[config.mk]
export PLATFORM = sky130hd
export DESIGN_NAME = button_event_debouncer_top
export DESIGN_NICKNAME = d
export VERILOG_FILES = /design/src/hw/rtl/bed_pkg.sv /design/src/hw/rtl/bed_lane.sv /design/src/hw/rtl/bed_evq.sv /design/src/hw/rtl/bed_outq.sv /design/src/hw/rtl/button_event_debouncer_top.sv
export SDC_FILE = /design/constraint.sdc
export NUM_CORES = 2
export LEC_CHECK = 0
export ABC_CLOCK_PERIOD_IN_PS = 9700
export BUFFER_PORTS_ARGS = -buffer_cell sky130_fd_sc_hd__buf_2
export CORE_ASPECT_RATIO = 2
export CORE_MARGIN = 10
export CORE_UTILIZATION = 40
export CTS_CLUSTER_SIZE = 30
export DETAILED_ROUTE_END_ITERATION = 8
export HOLD_SLACK_MARGIN = 0.1
export SLEW_MARGIN = 15
export SYNTH_ARGS = -nofsm -noshare
export SYNTH_HDL_FRONTEND = slang
export SYNTH_SLANG_ARGS = --single-unit
export TNS_END_PERCENT = 30
[constraint.sdc]
create_clock -name clk -period 9.7 [get_ports clk]
set_input_delay 0.97 -clock clk [delete_from_list [all_inputs] [get_ports clk]]
set_output_delay 0.97 -clock clk [all_outputs]
set_load 0.03 [all_outputs]
[src/hw/rtl/bed_pkg.sv]
// ----------------------------------------------------------------------------
// bed_pkg
// Shared constants, codes and types for the button event debouncer.
// ----------------------------------------------------------------------------
`timescale 1ns / 1ps

package bed_pkg;

	localparam int BUTTONS     = 4;
	localparam int QUEUE_DEPTH = 16;
	// event store is split into one bank per button so a tick can push to all
	localparam int BANKS       = BUTTONS;
	localparam int BANK_W      = $clog2(BANKS);
	localparam int QPTR_W      = $clog2(QUEUE_DEPTH);
	localparam int ROW_W       = QPTR_W - BANK_W;
	localparam int ROWS        = QUEUE_DEPTH / BANKS;
	localparam int LEVEL_W     = $clog2(QUEUE_DEPTH + 1);
	localparam int REQ_CNT_W   = $clog2(BUTTONS + 1);
	localparam int OUTQ_DEPTH  = 4;
	localparam int OUTQ_PTR_W  = $clog2(OUTQ_DEPTH);
	localparam int OUTQ_CNT_W  = $clog2(OUTQ_DEPTH + 1);

	localparam int CFG_IDX_W  = 3;
	localparam int CFG_DATA_W = 16;

	localparam logic [CFG_IDX_W-1:0] REG_DEBOUNCE     = 3'd0;
	localparam logic [CFG_IDX_W-1:0] REG_LONG_TICKS   = 3'd1;
	localparam logic [CFG_IDX_W-1:0] REG_DC_TICKS     = 3'd2;
	localparam logic [CFG_IDX_W-1:0] REG_ACTIVE_LOW   = 3'd3;
	localparam logic [CFG_IDX_W-1:0] REG_DC_MASK      = 3'd4;
	localparam logic [CFG_IDX_W-1:0] REG_BUTTON_COUNT = 3'd5;

	localparam logic [7:0]         RST_DEBOUNCE     = 8'd3;
	localparam logic [15:0]        RST_LONG_TICKS   = 16'd100;
	localparam logic [15:0]        RST_DC_TICKS     = 16'd30;
	localparam logic [BUTTONS-1:0] RST_ACTIVE_LOW   = 4'hF;
	localparam logic [BUTTONS-1:0] RST_DC_MASK      = 4'h0;
	localparam logic [2:0]         RST_BUTTON_COUNT = 3'd4;

	localparam logic CMD_TICK = 1'b0;
	localparam logic CMD_POLL = 1'b1;

	typedef enum logic [3:0] {
		PH_IDLE    = 4'b0001,
		PH_PRESSED = 4'b0010,
		PH_LONG    = 4'b0100,
		PH_WAIT    = 4'b1000
	} phase_t;

	typedef enum logic [1:0] {
		EV_PRESSED  = 2'd0,
		EV_RELEASED = 2'd1,
		EV_LONG     = 2'd2,
		EV_DOUBLE   = 2'd3
	} ev_kind_t;

	typedef struct packed {
		logic [7:0]  debounce;
		logic [15:0] long_ticks;
		logic [15:0] dc_ticks;
	} lane_cfg_t;

	typedef struct packed {
		logic     req;
		ev_kind_t kind;
	} ev_req_t;

	typedef struct packed {
		logic [1:0]  button;
		ev_kind_t    kind;
		logic [31:0] stamp;
	} ev_entry_t;

	typedef struct packed {
		logic               event_valid;
		logic [1:0]         event_button;
		ev_kind_t           event_kind;
		logic [31:0]        event_stamp;
		logic [BUTTONS-1:0] held_mask;
		logic [LEVEL_W-1:0] queue_level;
		logic [2:0]         dropped_now;
	} result_t;

endpackage

[src/hw/rtl/bed_lane.sv]
// ----------------------------------------------------------------------------
// bed_lane
// Debounce, long press and double click machine of one button.
// ----------------------------------------------------------------------------
`timescale 1ns / 1ps

module bed_lane
	import bed_pkg::*;
(
	input  logic      clk,
	input  logic      arst_n,
	input  logic      en,
	input  logic      pressed,
	input  lane_cfg_t cfg,
	input  logic      dc_en,
	output ev_req_t   ev,
	output logic      held_nxt
);

	phase_t      phase_q, phase_d;
	logic [7:0]  press_q, press_d;
	logic [7:0]  release_q, release_d;
	logic [15:0] hold_q, hold_d;
	logic [15:0] win_q, win_d;

	logic [7:0]  pinc, rinc;
	logic [15:0] hinc;
	logic [16:0] winc;

	assign pinc = (press_q == 8'hFF) ? press_q : press_q + 8'd1;
	assign rinc = (release_q == 8'hFF) ? release_q : release_q + 8'd1;
	assign hinc = (hold_q == 16'hFFFF) ? hold_q : hold_q + 16'd1;
	assign winc = {1'b0, win_q} + 17'd1;

	always_comb begin
		phase_d   = phase_q;
		press_d   = press_q;
		release_d = release_q;
		hold_d    = hold_q;
		win_d     = win_q;
		ev.req    = 1'b0;
		ev.kind   = EV_PRESSED;
		if (en) begin
			case (phase_q)
				PH_IDLE: begin
					if (pressed) begin
						press_d = pinc;
						if (pinc >= cfg.debounce) begin
							press_d   = '0;
							hold_d    = '0;
							release_d = '0;
							ev.req    = 1'b1;
							ev.kind   = EV_PRESSED;
							phase_d   = PH_PRESSED;
						end
					end else begin
						press_d = '0;
					end
				end
				PH_PRESSED, PH_LONG: begin
					if (pressed) begin
						release_d = '0;
						if (phase_q == PH_PRESSED) begin
							hold_d = hinc;
							if (cfg.long_ticks != 16'd0 && hinc >= cfg.long_ticks) begin
								ev.req  = 1'b1;
								ev.kind = EV_LONG;
								phase_d = PH_LONG;
							end
						end
					end else begin
						release_d = rinc;
						if (rinc >= cfg.debounce) begin
							ev.req    = 1'b1;
							ev.kind   = EV_RELEASED;
							release_d = '0;
							press_d   = '0;
							if (dc_en) begin
								win_d   = '0;
								phase_d = PH_WAIT;
							end else begin
								phase_d = PH_IDLE;
							end
						end
					end
				end
				PH_WAIT: begin
					// window closes once the count would pass the limit
					if (winc > {1'b0, cfg.dc_ticks}) begin
						press_d = '0;
						phase_d = PH_IDLE;
					end else begin
						win_d = winc[15:0];
						if (pressed) begin
							press_d = pinc;
							if (pinc >= cfg.debounce) begin
								ev.req  = 1'b1;
								ev.kind = EV_DOUBLE;
								press_d = '0;
								phase_d = PH_IDLE;
							end
						end else begin
							press_d = '0;
						end
					end
				end
				default: begin
					phase_d = PH_IDLE;
				end
			endcase
		end
	end

	assign held_nxt = (phase_d == PH_PRESSED) || (phase_d == PH_LONG);

	always_ff @(posedge clk or negedge arst_n) begin
		if (!arst_n) begin
			phase_q   <= PH_IDLE;
			press_q   <= '0;
			release_q <= '0;
			hold_q    <= '0;
			win_q     <= '0;
		end else begin
			phase_q   <= phase_d;
			press_q   <= press_d;
			release_q <= release_d;
			hold_q    <= hold_d;
			win_q     <= win_d;
		end
	end

endmodule

[src/hw/rtl/bed_evq.sv]
// ----------------------------------------------------------------------------
// bed_evq
// Banked event ring queue: up to one push per button per tick, one pop per poll.
// ----------------------------------------------------------------------------
`timescale 1ns / 1ps

module bed_evq
	import bed_pkg::*;
(
	input  logic               clk,
	input  logic               arst_n,
	input  logic               push_en,
	input  ev_req_t            reqs [BUTTONS],
	input  logic [31:0]        stamp,
	input  logic               pop_en,
	output logic               pop_ok,
	output logic [LEVEL_W-1:0] level_nxt,
	output logic [2:0]         dropped,
	output ev_entry_t          rd_entry
);

	localparam int SUM_W = LEVEL_W + 1;

	logic [QPTR_W-1:0]    wp_q, rp_q;
	logic [LEVEL_W-1:0]   fill_q;
	logic [BUTTONS-1:0]   acc;
	logic [QPTR_W-1:0]    idx [BUTTONS];
	logic [REQ_CNT_W-1:0] n_req, n_acc;

	logic               we    [BANKS];
	logic [ROW_W-1:0]   wrow  [BANKS];
	ev_entry_t          wdata [BANKS];
	ev_entry_t          rd_bank [BANKS];
	logic [BANK_W-1:0]  sel_q;

	// requests take consecutive slots in button order until the queue fills
	always_comb begin
		n_req = '0;
		n_acc = '0;
		for (int b = 0; b < BUTTONS; b++) begin
			acc[b] = push_en && reqs[b].req &&
				((SUM_W'(fill_q) + SUM_W'(n_req)) < SUM_W'(QUEUE_DEPTH));
			idx[b] = wp_q + QPTR_W'(n_req);
			n_req  = n_req + REQ_CNT_W'(push_en && reqs[b].req);
			n_acc  = n_acc + REQ_CNT_W'(acc[b]);
		end
	end

	always_comb begin
		for (int j = 0; j < BANKS; j++) begin
			we[j]    = 1'b0;
			wrow[j]  = '0;
			wdata[j] = '0;
			for (int b = 0; b < BUTTONS; b++) begin
				if (acc[b] && idx[b][BANK_W-1:0] == BANK_W'(j)) begin
					we[j]    = 1'b1;
					wrow[j]  = idx[b][QPTR_W-1:BANK_W];
					wdata[j] = {2'(b), reqs[b].kind, stamp};
				end
			end
		end
	end

	assign pop_ok  = pop_en && (fill_q != '0);
	assign dropped = 3'(n_req - n_acc);

	always_comb begin
		if (push_en) begin
			level_nxt = fill_q + LEVEL_W'(n_acc);
		end else if (pop_ok) begin
			level_nxt = fill_q - LEVEL_W'(1);
		end else begin
			level_nxt = fill_q;
		end
	end

	always_ff @(posedge clk or negedge arst_n) begin
		if (!arst_n) begin
			wp_q   <= '0;
			rp_q   <= '0;
			fill_q <= '0;
		end else begin
			fill_q <= level_nxt;
			if (push_en) begin
				wp_q <= wp_q + QPTR_W'(n_acc);
			end
			if (pop_ok) begin
				rp_q <= rp_q + QPTR_W'(1);
			end
		end
	end

	for (genvar j = 0; j < BANKS; j++) begin : g_bank
		ev_entry_t mem [ROWS];

		always_ff @(posedge clk) begin
			if (we[j]) begin
				mem[wrow[j]] <= wdata[j];
			end
			rd_bank[j] <= mem[rp_q[QPTR_W-1:BANK_W]];
		end
	end

	always_ff @(posedge clk) begin
		sel_q <= rp_q[BANK_W-1:0];
	end

	assign rd_entry = rd_bank[sel_q];

endmodule

[src/hw/rtl/bed_outq.sv]
// ----------------------------------------------------------------------------
// bed_outq
// Small result buffer between the pipeline and the output channel.
// ----------------------------------------------------------------------------
`timescale 1ns / 1ps

module bed_outq
	import bed_pkg::*;
(
	input  logic                  clk,
	input  logic                  arst_n,
	input  logic                  push,
	input  result_t               din,
	input  logic                  stall,
	output logic                  valid,
	output result_t               dout,
	output logic [OUTQ_CNT_W-1:0] count
);

	result_t                slot_q [OUTQ_DEPTH];
	logic [OUTQ_PTR_W-1:0] wp_q, rp_q;
	logic [OUTQ_CNT_W-1:0] cnt_q;
	logic                  pop;

	assign valid = (cnt_q != '0);
	assign pop   = valid && !stall;
	assign dout  = slot_q[rp_q];
	assign count = cnt_q;

	always_ff @(posedge clk) begin
		if (push) begin
			slot_q[wp_q] <= din;
		end
	end

	always_ff @(posedge clk or negedge arst_n) begin
		if (!arst_n) begin
			wp_q  <= '0;
			rp_q  <= '0;
			cnt_q <= '0;
		end else begin
			if (push) begin
				wp_q <= wp_q + OUTQ_PTR_W'(1);
			end
			if (pop) begin
				rp_q <= rp_q + OUTQ_PTR_W'(1);
			end
			cnt_q <= cnt_q + OUTQ_CNT_W'(push) - OUTQ_CNT_W'(pop);
		end
	end

endmodule

[src/hw/rtl/button_event_debouncer_top.sv]
// ----------------------------------------------------------------------------
// button_event_debouncer_top
// Path: an item is registered in stage one, then written to the output buffer.
// Throughput: one item per cycle while in_stall is low; the event store is one
// bank per button, so a tick writes every pending event in its own cycle.
// Reset: registers to defaults, buttons idle, queue empty, store not cleared.
// ----------------------------------------------------------------------------
`timescale 1ns / 1ps

module button_event_debouncer_top
	import bed_pkg::*;
(
	input  logic                  clk,
	input  logic                  arst_n,
	input  logic                  cfg_valid,
	output logic                  cfg_ready,
	input  logic [CFG_IDX_W-1:0]  cfg_index,
	input  logic [CFG_DATA_W-1:0] cfg_data,
	input  logic                  in_valid,
	output logic                  in_stall,
	input  logic                  cmd,
	input  logic [BUTTONS-1:0]    raw_levels,
	input  logic [31:0]           now_ms,
	output logic                  out_valid,
	input  logic                  out_stall,
	output logic                  event_valid,
	output logic [1:0]            event_button,
	output logic [1:0]            event_kind,
	output logic [31:0]           event_stamp,
	output logic [BUTTONS-1:0]    held_mask,
	output logic [LEVEL_W-1:0]    queue_level,
	output logic [2:0]            dropped_now
);

	logic [7:0]         debounce_q;
	logic [15:0]        long_ticks_q;
	logic [15:0]        dc_ticks_q;
	logic [BUTTONS-1:0] active_low_q;
	logic [BUTTONS-1:0] dc_mask_q;
	logic [2:0]         button_count_q;

	lane_cfg_t          lane_cfg;
	logic               accept, tick, poll;
	logic [BUTTONS-1:0] active, held_nxt;
	ev_req_t            reqs [BUTTONS];

	logic               pop_ok;
	logic [LEVEL_W-1:0] level_nxt;
	logic [2:0]         dropped;
	ev_entry_t          rd_entry;

	logic               s1_valid_q;
	logic               pop_ok_s1;
	logic [BUTTONS-1:0] held_s1;
	logic [LEVEL_W-1:0] level_s1;
	logic [2:0]         dropped_s1;
	result_t            res_s1, res_out;

	logic [OUTQ_CNT_W-1:0] oq_count;

	assign cfg_ready = 1'b1;

	always_ff @(posedge clk or negedge arst_n) begin
		if (!arst_n) begin
			debounce_q     <= RST_DEBOUNCE;
			long_ticks_q   <= RST_LONG_TICKS;
			dc_ticks_q     <= RST_DC_TICKS;
			active_low_q   <= RST_ACTIVE_LOW;
			dc_mask_q      <= RST_DC_MASK;
			button_count_q <= RST_BUTTON_COUNT;
		end else if (cfg_valid && cfg_ready) begin
			case (cfg_index)
				REG_DEBOUNCE:     debounce_q     <= cfg_data[7:0];
				REG_LONG_TICKS:   long_ticks_q   <= cfg_data[15:0];
				REG_DC_TICKS:     dc_ticks_q     <= cfg_data[15:0];
				REG_ACTIVE_LOW:   active_low_q   <= cfg_data[BUTTONS-1:0];
				REG_DC_MASK:      dc_mask_q      <= cfg_data[BUTTONS-1:0];
				REG_BUTTON_COUNT: button_count_q <= cfg_data[2:0];
				default: begin
				end
			endcase
		end
	end

	// room for every item in flight, s1 always drains into the buffer
	assign in_stall = ((OUTQ_CNT_W'(s1_valid_q) + oq_count) >= OUTQ_CNT_W'(OUTQ_DEPTH));
	assign accept   = in_valid && !in_stall;
	assign tick     = accept && (cmd == CMD_TICK);
	assign poll     = accept && (cmd == CMD_POLL);

	assign lane_cfg.debounce   = debounce_q;
	assign lane_cfg.long_ticks = long_ticks_q;
	assign lane_cfg.dc_ticks   = dc_ticks_q;

	for (genvar b = 0; b < BUTTONS; b++) begin : g_lane
		// counts above the button total saturate by themselves here
		assign active[b] = (button_count_q > 3'(b));

		bed_lane u_lane (
			.clk      (clk),
			.arst_n   (arst_n),
			.en       (tick && active[b]),
			.pressed  (raw_levels[b] ^ active_low_q[b]),
			.cfg      (lane_cfg),
			.dc_en    (dc_mask_q[b]),
			.ev       (reqs[b]),
			.held_nxt (held_nxt[b])
		);
	end

	bed_evq u_evq (
		.clk       (clk),
		.arst_n    (arst_n),
		.push_en   (tick),
		.reqs      (reqs),
		.stamp     (now_ms),
		.pop_en    (poll),
		.pop_ok    (pop_ok),
		.level_nxt (level_nxt),
		.dropped   (dropped),
		.rd_entry  (rd_entry)
	);

	always_ff @(posedge clk or negedge arst_n) begin
		if (!arst_n) begin
			s1_valid_q <= 1'b0;
		end else begin
			s1_valid_q <= accept;
		end
	end

	always_ff @(posedge clk) begin
		pop_ok_s1  <= pop_ok;
		held_s1    <= held_nxt & active;
		level_s1   <= level_nxt;
		dropped_s1 <= dropped;
	end

	// event memory read data lines up with stage one
	always_comb begin
		res_s1.event_valid  = pop_ok_s1;
		res_s1.event_button = pop_ok_s1 ? rd_entry.button : 2'd0;
		res_s1.event_kind   = pop_ok_s1 ? rd_entry.kind : EV_PRESSED;
		res_s1.event_stamp  = pop_ok_s1 ? rd_entry.stamp : 32'd0;
		res_s1.held_mask    = held_s1;
		res_s1.queue_level  = level_s1;
		res_s1.dropped_now  = dropped_s1;
	end

	bed_outq u_outq (
		.clk    (clk),
		.arst_n (arst_n),
		.push   (s1_valid_q),
		.din    (res_s1),
		.stall  (out_stall),
		.valid  (out_valid),
		.dout   (res_out),
		.count  (oq_count)
	);

	assign event_valid  = res_out.event_valid;
	assign event_button = res_out.event_button;
	assign event_kind   = res_out.event_kind;
	assign event_stamp  = res_out.event_stamp;
	assign held_mask    = res_out.held_mask;
	assign queue_level  = res_out.queue_level;
	assign dropped_now  = res_out.dropped_now;

endmodule
# Yosys cells after proc, flatten, opt, wreduce, memory -nomap -nowiden
# Memories as Yosys holds them, arrays and structs flattened. A register that Yosys moved wholly into a read port is not among the register bits.
# Cells that the tools add are included.
totals:
  register_bits: 293
  ram_bits: 916
  inputBits: 61
  n_memories: 6
classes:
  add_sub_neg: 37
  bitwise_logic: 6
  eq_ne: 85
  n_mux: 251
  magnitude_cmp: 25
  n_reduce_logical: 89
memory_table:
  columns: ["name", "depth", "word_bits", "rd", "rd_clocked_by_memory_dff", "write_ports", "line_no", "source"]
  rows:
  - ["u_outq.slot_q", 4, 49, 1, 0, 1, "bed_outq.sv:20", "result_t slot_q [OUTQ_DEPTH];"]
  - ["u_evq.g_bank[0].mem", 4, 36, 1, 0, 1, "bed_evq.sv:94", "ev_entry_t mem [ROWS];"]
  - ["u_evq.g_bank[1].mem", 4, 36, 1, 0, 1, "bed_evq.sv:94", null]
  - ["u_evq.g_bank[2].mem", 4, 36, 1, 0, 1, "bed_evq.sv:94", null]
  - ["u_evq.g_bank[3].mem", 4, 36, 1, 0, 1, "bed_evq.sv:94", null]
  - ["u_evq.rd_bank", 4, 36, 1, 1, 4, "bed_evq.sv:33", "ev_entry_t rd_bank [BANKS];"]
op_table:
  columns: ["operator", "n"]
  rows:
  - ["$mux 16", 36]
  - ["$mux 8", 44]
  - ["$mux 36", 9]
  - ["$pmux 16 s2", 8]
  - ["$mux 4", 44]
  - ["$mux 34", 4]
  - ["$mux 3", 40]
  - ["$mux 35", 3]
  - ["$pmux 8 s3", 4]
  - ["$add 16x1->17 const B", 4]
  - ["$gt 17x16->1", 4]
  - ["$add 16x1->16 const B", 4]
  - ["$add 8x1->8 const B", 8]
  - ["$eq 16x16->1 const B", 4]
  - ["$eq 8x8->1 const B", 8]
  - ["$ge 16x16->1", 4]
  - ["$ge 8x8->1", 8]
  - ["$pmux 8 s2", 4]
  - ["$pmux 4 s3", 4]
  - ["$reduce_and 6->1", 8]
  - ["$ne 2x1->1 const B", 20]
  - ["$logic_and 1x1->1", 37]
  - ["$mux 2", 18]
  - ["$pmux 3 s3", 4]
  - ["44 further kinds", 162]

# Depth between registers and ports, before layout
depth:
  ltp_word: 19
  mapped_depth: 35

# Cells and area by module
# A second synthesis with hierarchy kept.
unflattened:
  hier_cells: 4200
  area_unflattened_um2: 56571.8
modules_own_cells:
  columns: ["module", "area_each_um2", "cells_each", "seq_area_each_um2", "n_inst"]
  rows:
  - ["bed_evq", 27672.8, 1388, 20544.7, 1]
  - ["bed_lane (g_lane[0].u_lane ...)", 4589.4, 578, 1302.5, 2]
  - ["bed_outq", 7558.5, 298, 6060.8, 1]
  - ["bed_lane (g_lane[2].u_lane)", 4834.6, 587, 1302.5, 1]
  - ["bed_lane (g_lane[3].u_lane)", 4662.0, 579, 1302.5, 1]
  - ["button_event_debouncer_top", 2665.1, 192, 1579.0, 1]

# Worst setup path before layout
# OpenSTA, ideal clock, no wires.
synth_path:
  path_kind: "flip-flop to flip-flop"
  start: "register g_lane[1].u_lane.hold_q[3]"
  end: "memory u_evq.g_bank[3].mem[0][0] (netlist name), enable pin"
  path_buffers: 3
  required_time_ns: 9.216
  arrival_ns: 8.878
  slack_ns: 0.338
  path_stages_with_launch: 31
  setup_time_ns: 0.484
  path_cell_list: "dfrtp_1 > clkbuf_1 > and4_1 > and2_1 > nand3_1 > or2_2 > or3_1 > clkbuf_1 > nand2_1 > xnor2_1 > ha_1 > a2111oi_0 > o21ai_0 > a221oi_1 > o22ai_1 > a41o_1 > o21ai_4 > inv_2 > ha_1 > ha_1 > ha_1 > ha_1 > a21oi_1 > a21boi_0 > or3_1 > a311o_1 > buf_2 > nand2_2 > or3_4 > o21ai_0 > a211oi_1"
synth_between:
  elab_chain_len: 19
synth_lines:
  columns: ["item", "line_no", "source"]
  rows:
  - ["from (decl)", "bed_lane.sv:23", "logic [15:0] hold_q, hold_d;"]
  - ["from (signal assigned)", "bed_lane.sv:127", "hold_q <= hold_d;"]
  - ["$add 16x1->16 / $eq 16x16->1 (equally long branches)", "bed_lane.sv:32", "assign hinc = (hold_q == 16'hFFFF) ? hold_q : hold_q + 16'd1;"]
  - ["$mux 16 *", "bed_lane.sv:32", null]
  - ["$ge 16x16->1 *", "bed_lane.sv:65", "if (cfg.long_ticks != 16'd0 && hinc >= cfg.long_ticks) begin"]
  - ["$logic_and 1x1->1 *", "bed_lane.sv:65", null]
  - ["$mux 3 *", "bed_lane.sv:65", null]
  - ["$mux 3 *", "bed_lane.sv:63", "if (phase_q == PH_PRESSED) begin"]
  - ["$mux 3 *", "bed_lane.sv:61", "if (pressed) begin"]
  - ["$pmux 3 s3 *", "bed_lane.sv:44", "case (phase_q)"]
  - ["[... 3 more ...]", null, null]
  - ["$add 3x1->3 / $add 5x3->6 (equally long branches)", "bed_evq.sv:44, bed_evq.sv:42", null]
  - ["$add 5x3->6 / $lt 6x5->1 (equally long branches)", "bed_evq.sv:42", "((SUM_W'(fill_q) + SUM_W'(n_req)) < SUM_W'(QUEUE_DEPTH));"]
  - ["$lt 6x5->1 / $logic_and 1x1->1 (equally long branches)", "bed_evq.sv:42, bed_evq.sv:41", null]
  - ["$logic_and 1x1->1 (on tied branches)", "bed_evq.sv:41, bed_evq.sv:55", null]
  - ["$logic_and 1x1->1 / $mux 1 (equally long branches)", "bed_evq.sv:55", "if (acc[b] && idx[b][BANK_W-1:0] == BANK_W'(j)) begin"]
  - ["$mux 1", "bed_evq.sv:55", null]
  - ["$mux 1", "bed_evq.sv:97", "if (we[j]) begin"]
  - ["$mux 1 (not written as such)", "bed_evq.sv:98", "mem[wrow[j]] <= wdata[j];"]
  - ["to (decl)", "bed_evq.sv:94", null]
# Every way passes the cells marked *; elsewhere a longest branch is shown, timed or not.

# Worst setup path after layout
layout_path:
  start: "register g_lane[1].u_lane.hold_q[3]"
  end: "memory u_evq.g_bank[3].mem[0][30] (netlist name), enable pin"
# Same word-level chain as after synthesis.

==> flow_metrics.py <==
metrics = {
    "timing": {
        "period_minus_slack_ns": 8.708,
        "grt_setup_unrepaired": "no",
        "max-slew-margin-rel": 0.2504,
        "worstMarginPinSlew_ns": 1.116,
        "setup_viol": 0,
        "skew_ns": 0.09073,
        "finalSetupTns_ns": 0,
        "max_freq_mhz": 114.8,
        "post-route-period-util": 0.8977,
        "slew_viol_final": 0,
        "timing.final.hold_violations": 0,
    },
    "worst_setup_path": {
        "ff2ff_setup_slack_ns": 0.99,
        "required_ns": 10.10,
        "start_kind": "register",
        "critical-path-top-delay-family": "compound AO/OA/AOI/OAI gates",
        "crit_path_end_kind": "register",
        "rr_worst_depth": 29,
        "path_max_fanout": 36,
        "path_class": "reg2reg",
        "slowest_delay_ns": 0.57,
        "rr_endpoint": "u_evq.g_bank[3].mem[0][30]",
        "crit_top_cell": "ha_1",
        "crit_buf_inv": 2,
        "cp_data_arrival_time_ns": 9.11,
        "worstReg2RegStart": "g_lane[1].u_lane.hold_q[3]",
        "slowest_stage": "or3_1",
    },
    "routing": {
        "wire_per_inst_um": 24.01,
        "ant_nets": 0,
        "wl_mm": 145.9,
        "avgViaCountPerCell": 5.591,
        "num_vias": 33990,
        "drc": 0,
        "drt_iter0_drc": 1971,
        "dr.pass1.iters": 7,
    },
    "synth": {
        "yosys_warnings": 0,
        "synth_async_sr_flop_share": 0.2312,
        "avgSynthCellArea_um2": 13.83,
        "synth-edff-count": 772,
        "syn_inst": 4001,
        "synth_ff_type": "edfxtp_1",
        "synth_compound_area_frac": 0.08115,
        "ys_seq_area_frac": 0.6035,
        "synthAdderAreaFrac": 0.05725,
        "syn_nets": 4311,
        "syn_area_um2": 55340,
        "synth_top_area_cell": "edfxtp_1",
        "synth_simple_gate_area_frac": 0.1088,
        "synth_top_area_share": 0.4189,
        "synth_seq_cells": 1211,
        "yosys.cell_types.count": 111,
        "synthTopCellsByArea": "edfxtp_1 (42%), dfrtp_1 (12%), mux4_2 (9.3%)",
        "synth_top_family_by_area": "simple AND/OR/NAND/NOR gates",
        "synth.area.mux_share": 0.1031,
        "synth-xor-area-share": 0.02625,
    },
    "global_route": {
        "grt_util_met3": 0.02531,
        "grt_use_met2": 0.3560,
        "grt_max_degree": 127,
        "met1_usage": 0.1975,
        "top_usage_layer": "met2",
        "grt_pass1_vias": 35370,
        "grt_use_total": 0.1865,
        "gr-total-overflow": 0,
        "grt_pass1_wl_mm": 220.7,
        "antenna_found_initial": 11,
    },
    "placement": {
        "dp.cells": 5871,
        "placed_area_um2": 58320,
        "detailedPlacementHpwl_mm": 99.58,
        "portBuffers": 111,
        "routabilityCongestion": 0.8654,
    },
    "power_and_ir_drop": {
        "p_leak_nw": 23.82,
        "ir_drop_mv": 0.1890,
        "power_mw": 13.21,
        "power_density_nw_per_um2": 212.4,
    },
    "floorplanning": {
        "rows": 193,
        "die_w_um": 283,
        "ios": 113,
        "die_area_um2": 154500,
        "die_h_um": 546,
        "start_util": 0.4013,
        "core_area_um2": 137900,
    },
    "clock_tree": {
        "clk_pin_slew_ns": 0.07,
        "clkLatencyLatePin_ns": 0.77,
        "cts.sinks": 1211,
        "cts_buffers": 107,
        "cts_tree": "yes",
        "cts_max_path_buffers": 3,
        "postCtsSetupRepairBufs": 0,
        "cts_resized": 0,
        "cts_hold_buf": 0,
        "h-tree-depth": 3,
        "root_buffer": "clkbuf_16",
    },
    "hold_path": {
        "worst_hold_path_type": "in2async",
    },
    "layout": {
        "stdcell_count": 6079,
        "finalInstanceArea_um2": 62180,
        "syn2layout_area_growth_pct": 12.36,
        "mostFrequentLayoutCell": "edfxtp_1",
        "drive_above_1_share": 0.1755,
        "mostFrequentLayoutCells": "edfxtp_1 (772), nand2_1 (285), o21ai_0 (260)",
        "fin_util": 0.4509,
        "nets": 4438,
    },
    "outcome": {
        "outcome": "completed",
    },
    "job": {
        "maxCapViolations": 0,
    },
}
[worst max-delay path by stage]
stage,cells past startpoint,startpoint,endpoint,slack (ns)
2_1_floorplan,30,g_lane[1].u_lane.hold_q[3],u_evq.g_bank[3].mem[0][0],0.34
3_3_place_gp,28,g_lane[1].u_lane.hold_q[3],u_evq.g_bank[3].mem[0][23],1.03
3_5_place_dp,29,g_lane[1].u_lane.hold_q[3],u_evq.g_bank[3].mem[1][17],1.03
4_1_cts,29,g_lane[1].u_lane.hold_q[3],u_evq.g_bank[3].mem[0][22],1.01
5_1_grt,31,g_lane[0].u_lane.hold_q[4],u_evq.g_bank[3].mem[0][22],0.53
6_report,29,g_lane[1].u_lane.hold_q[3],u_evq.g_bank[3].mem[0][30],0.99
[logic make-up (layout without fill, tap and decap cells)]
logic type | count (synthesis) | after routing
compound gates | 687 | 687
xor+xnor | 165 | 165
fa+ha+maj | 249 | 249
buf+inv | 271 | 493
flops | 1211 | 1211
mux | 280 | 280
other cells | 1 | 5
simple gates | 1137 | 1137
[cell type report]
class / count / area (um2)
antenna: 4 / 10.01
clock buffer: 145 / 3073
timing repair buffer: 173 / 1156
clock inverter: 59 / 773.2
multi-input combinational: 2519 / 21000
tap: 1852 / 2317
sequential: 1211 / 33410
inverter: 116 / 435.4
fill: 12240 / 75710
[synth_stat cells, types with 14 or more instances]
| cell type | count |
|---|---|
| mux2i_1 | 21 |
| dfrtp_1 | 262 |
| xor2_1 | 53 |
| o21ai_0 | 260 |
| nor2b_1 | 43 |
| a32o_1 | 21 |
| buf_2 | 15 |
| mux4_2 | 229 |
| a22o_1 | 43 |
| xnor2_1 | 111 |
| nand2_1 | 285 |
| nand2b_1 | 43 |
| dfstp_2 | 18 |
| nand4_1 | 55 |
| buf_1 | 28 |
| nor2_1 | 195 |
| inv_1 | 115 |
| a21oi_1 | 110 |
| nor4_1 | 16 |
| a21o_1 | 24 |
| and3_1 | 43 |
| nor3_1 | 37 |
| and2_1 | 178 |
| ha_1 | 242 |
| o21a_1 | 27 |
| mux2_2 | 30 |
| dfxtp_1 | 159 |
| a31oi_1 | 26 |
| o31ai_1 | 46 |
| a211oi_1 | 14 |
| nand3_1 | 119 |
| clkbuf_1 | 99 |
| edfxtp_1 | 772 |
| and4_1 | 22 |
[state kept, by name, indices dropped and copies added (netlist names), 4 cells and up, named ones only]
| name | count |
|---|---|
| debounce_q | 8 |
| g_lane.u_lane.press_q | 32 |
| g_lane.u_lane.win_q | 64 |
| g_lane.u_lane.phase_q | 16 |
| u_evq.g_bank.mem | 576 |
| dc_ticks_q | 16 |
| active_low_q | 4 |
| level_s1 | 5 |
| u_evq.rd_bank | 144 |
| dc_mask_q | 4 |
| held_s1 | 4 |
| u_evq.fill_q | 5 |
| long_ticks_q | 16 |
| u_outq.slot_q | 196 |
| u_evq.rp_q | 4 |
| g_lane.u_lane.release_q | 32 |
| u_evq.wp_q | 4 |
| g_lane.u_lane.hold_q | 64 |
[routing by layer]
metal	vias up	part of all wire
li1	15500	-
met1	17390	0.36
met2	797	0.55
met3	291	0.039
met4	10	0.048
met5	-	0.00054
[worst register-to-register path: cells and delay by family, from the launching register on]
family / cells / cell delay [ns]
AOI/OAI and AO/OA: 11 / 3.26
xor gates and xnor gates: 1 / 0.07
adders and majority gates: 5 / 1.28
buffers and inverters: 2 / 0.36
DFF: 1 / 0.50
and+or+nand+nor: 10 / 2.91
[per-stage QoR]
step	hold WS [ns]	setup WS [ns]
floorplan	0.3914	0.3375
global placement	0.4440	1.032
detailed placement	0.4350	1.025
CTS	0.3007	1.009
global route	0.3544	0.5271
finish	0.3124	0.9921
[power breakdown]
group | switching (mW) | total (mW) | internal, mW
clock network | 2.02 | 4.58 | 2.55
registers | 0.321 | 6.16 | 5.84
logic | 1.54 | 2.47 | 0.931
total | 3.89 | 13.2 | 9.32
(Power assumes the default switching activity.)
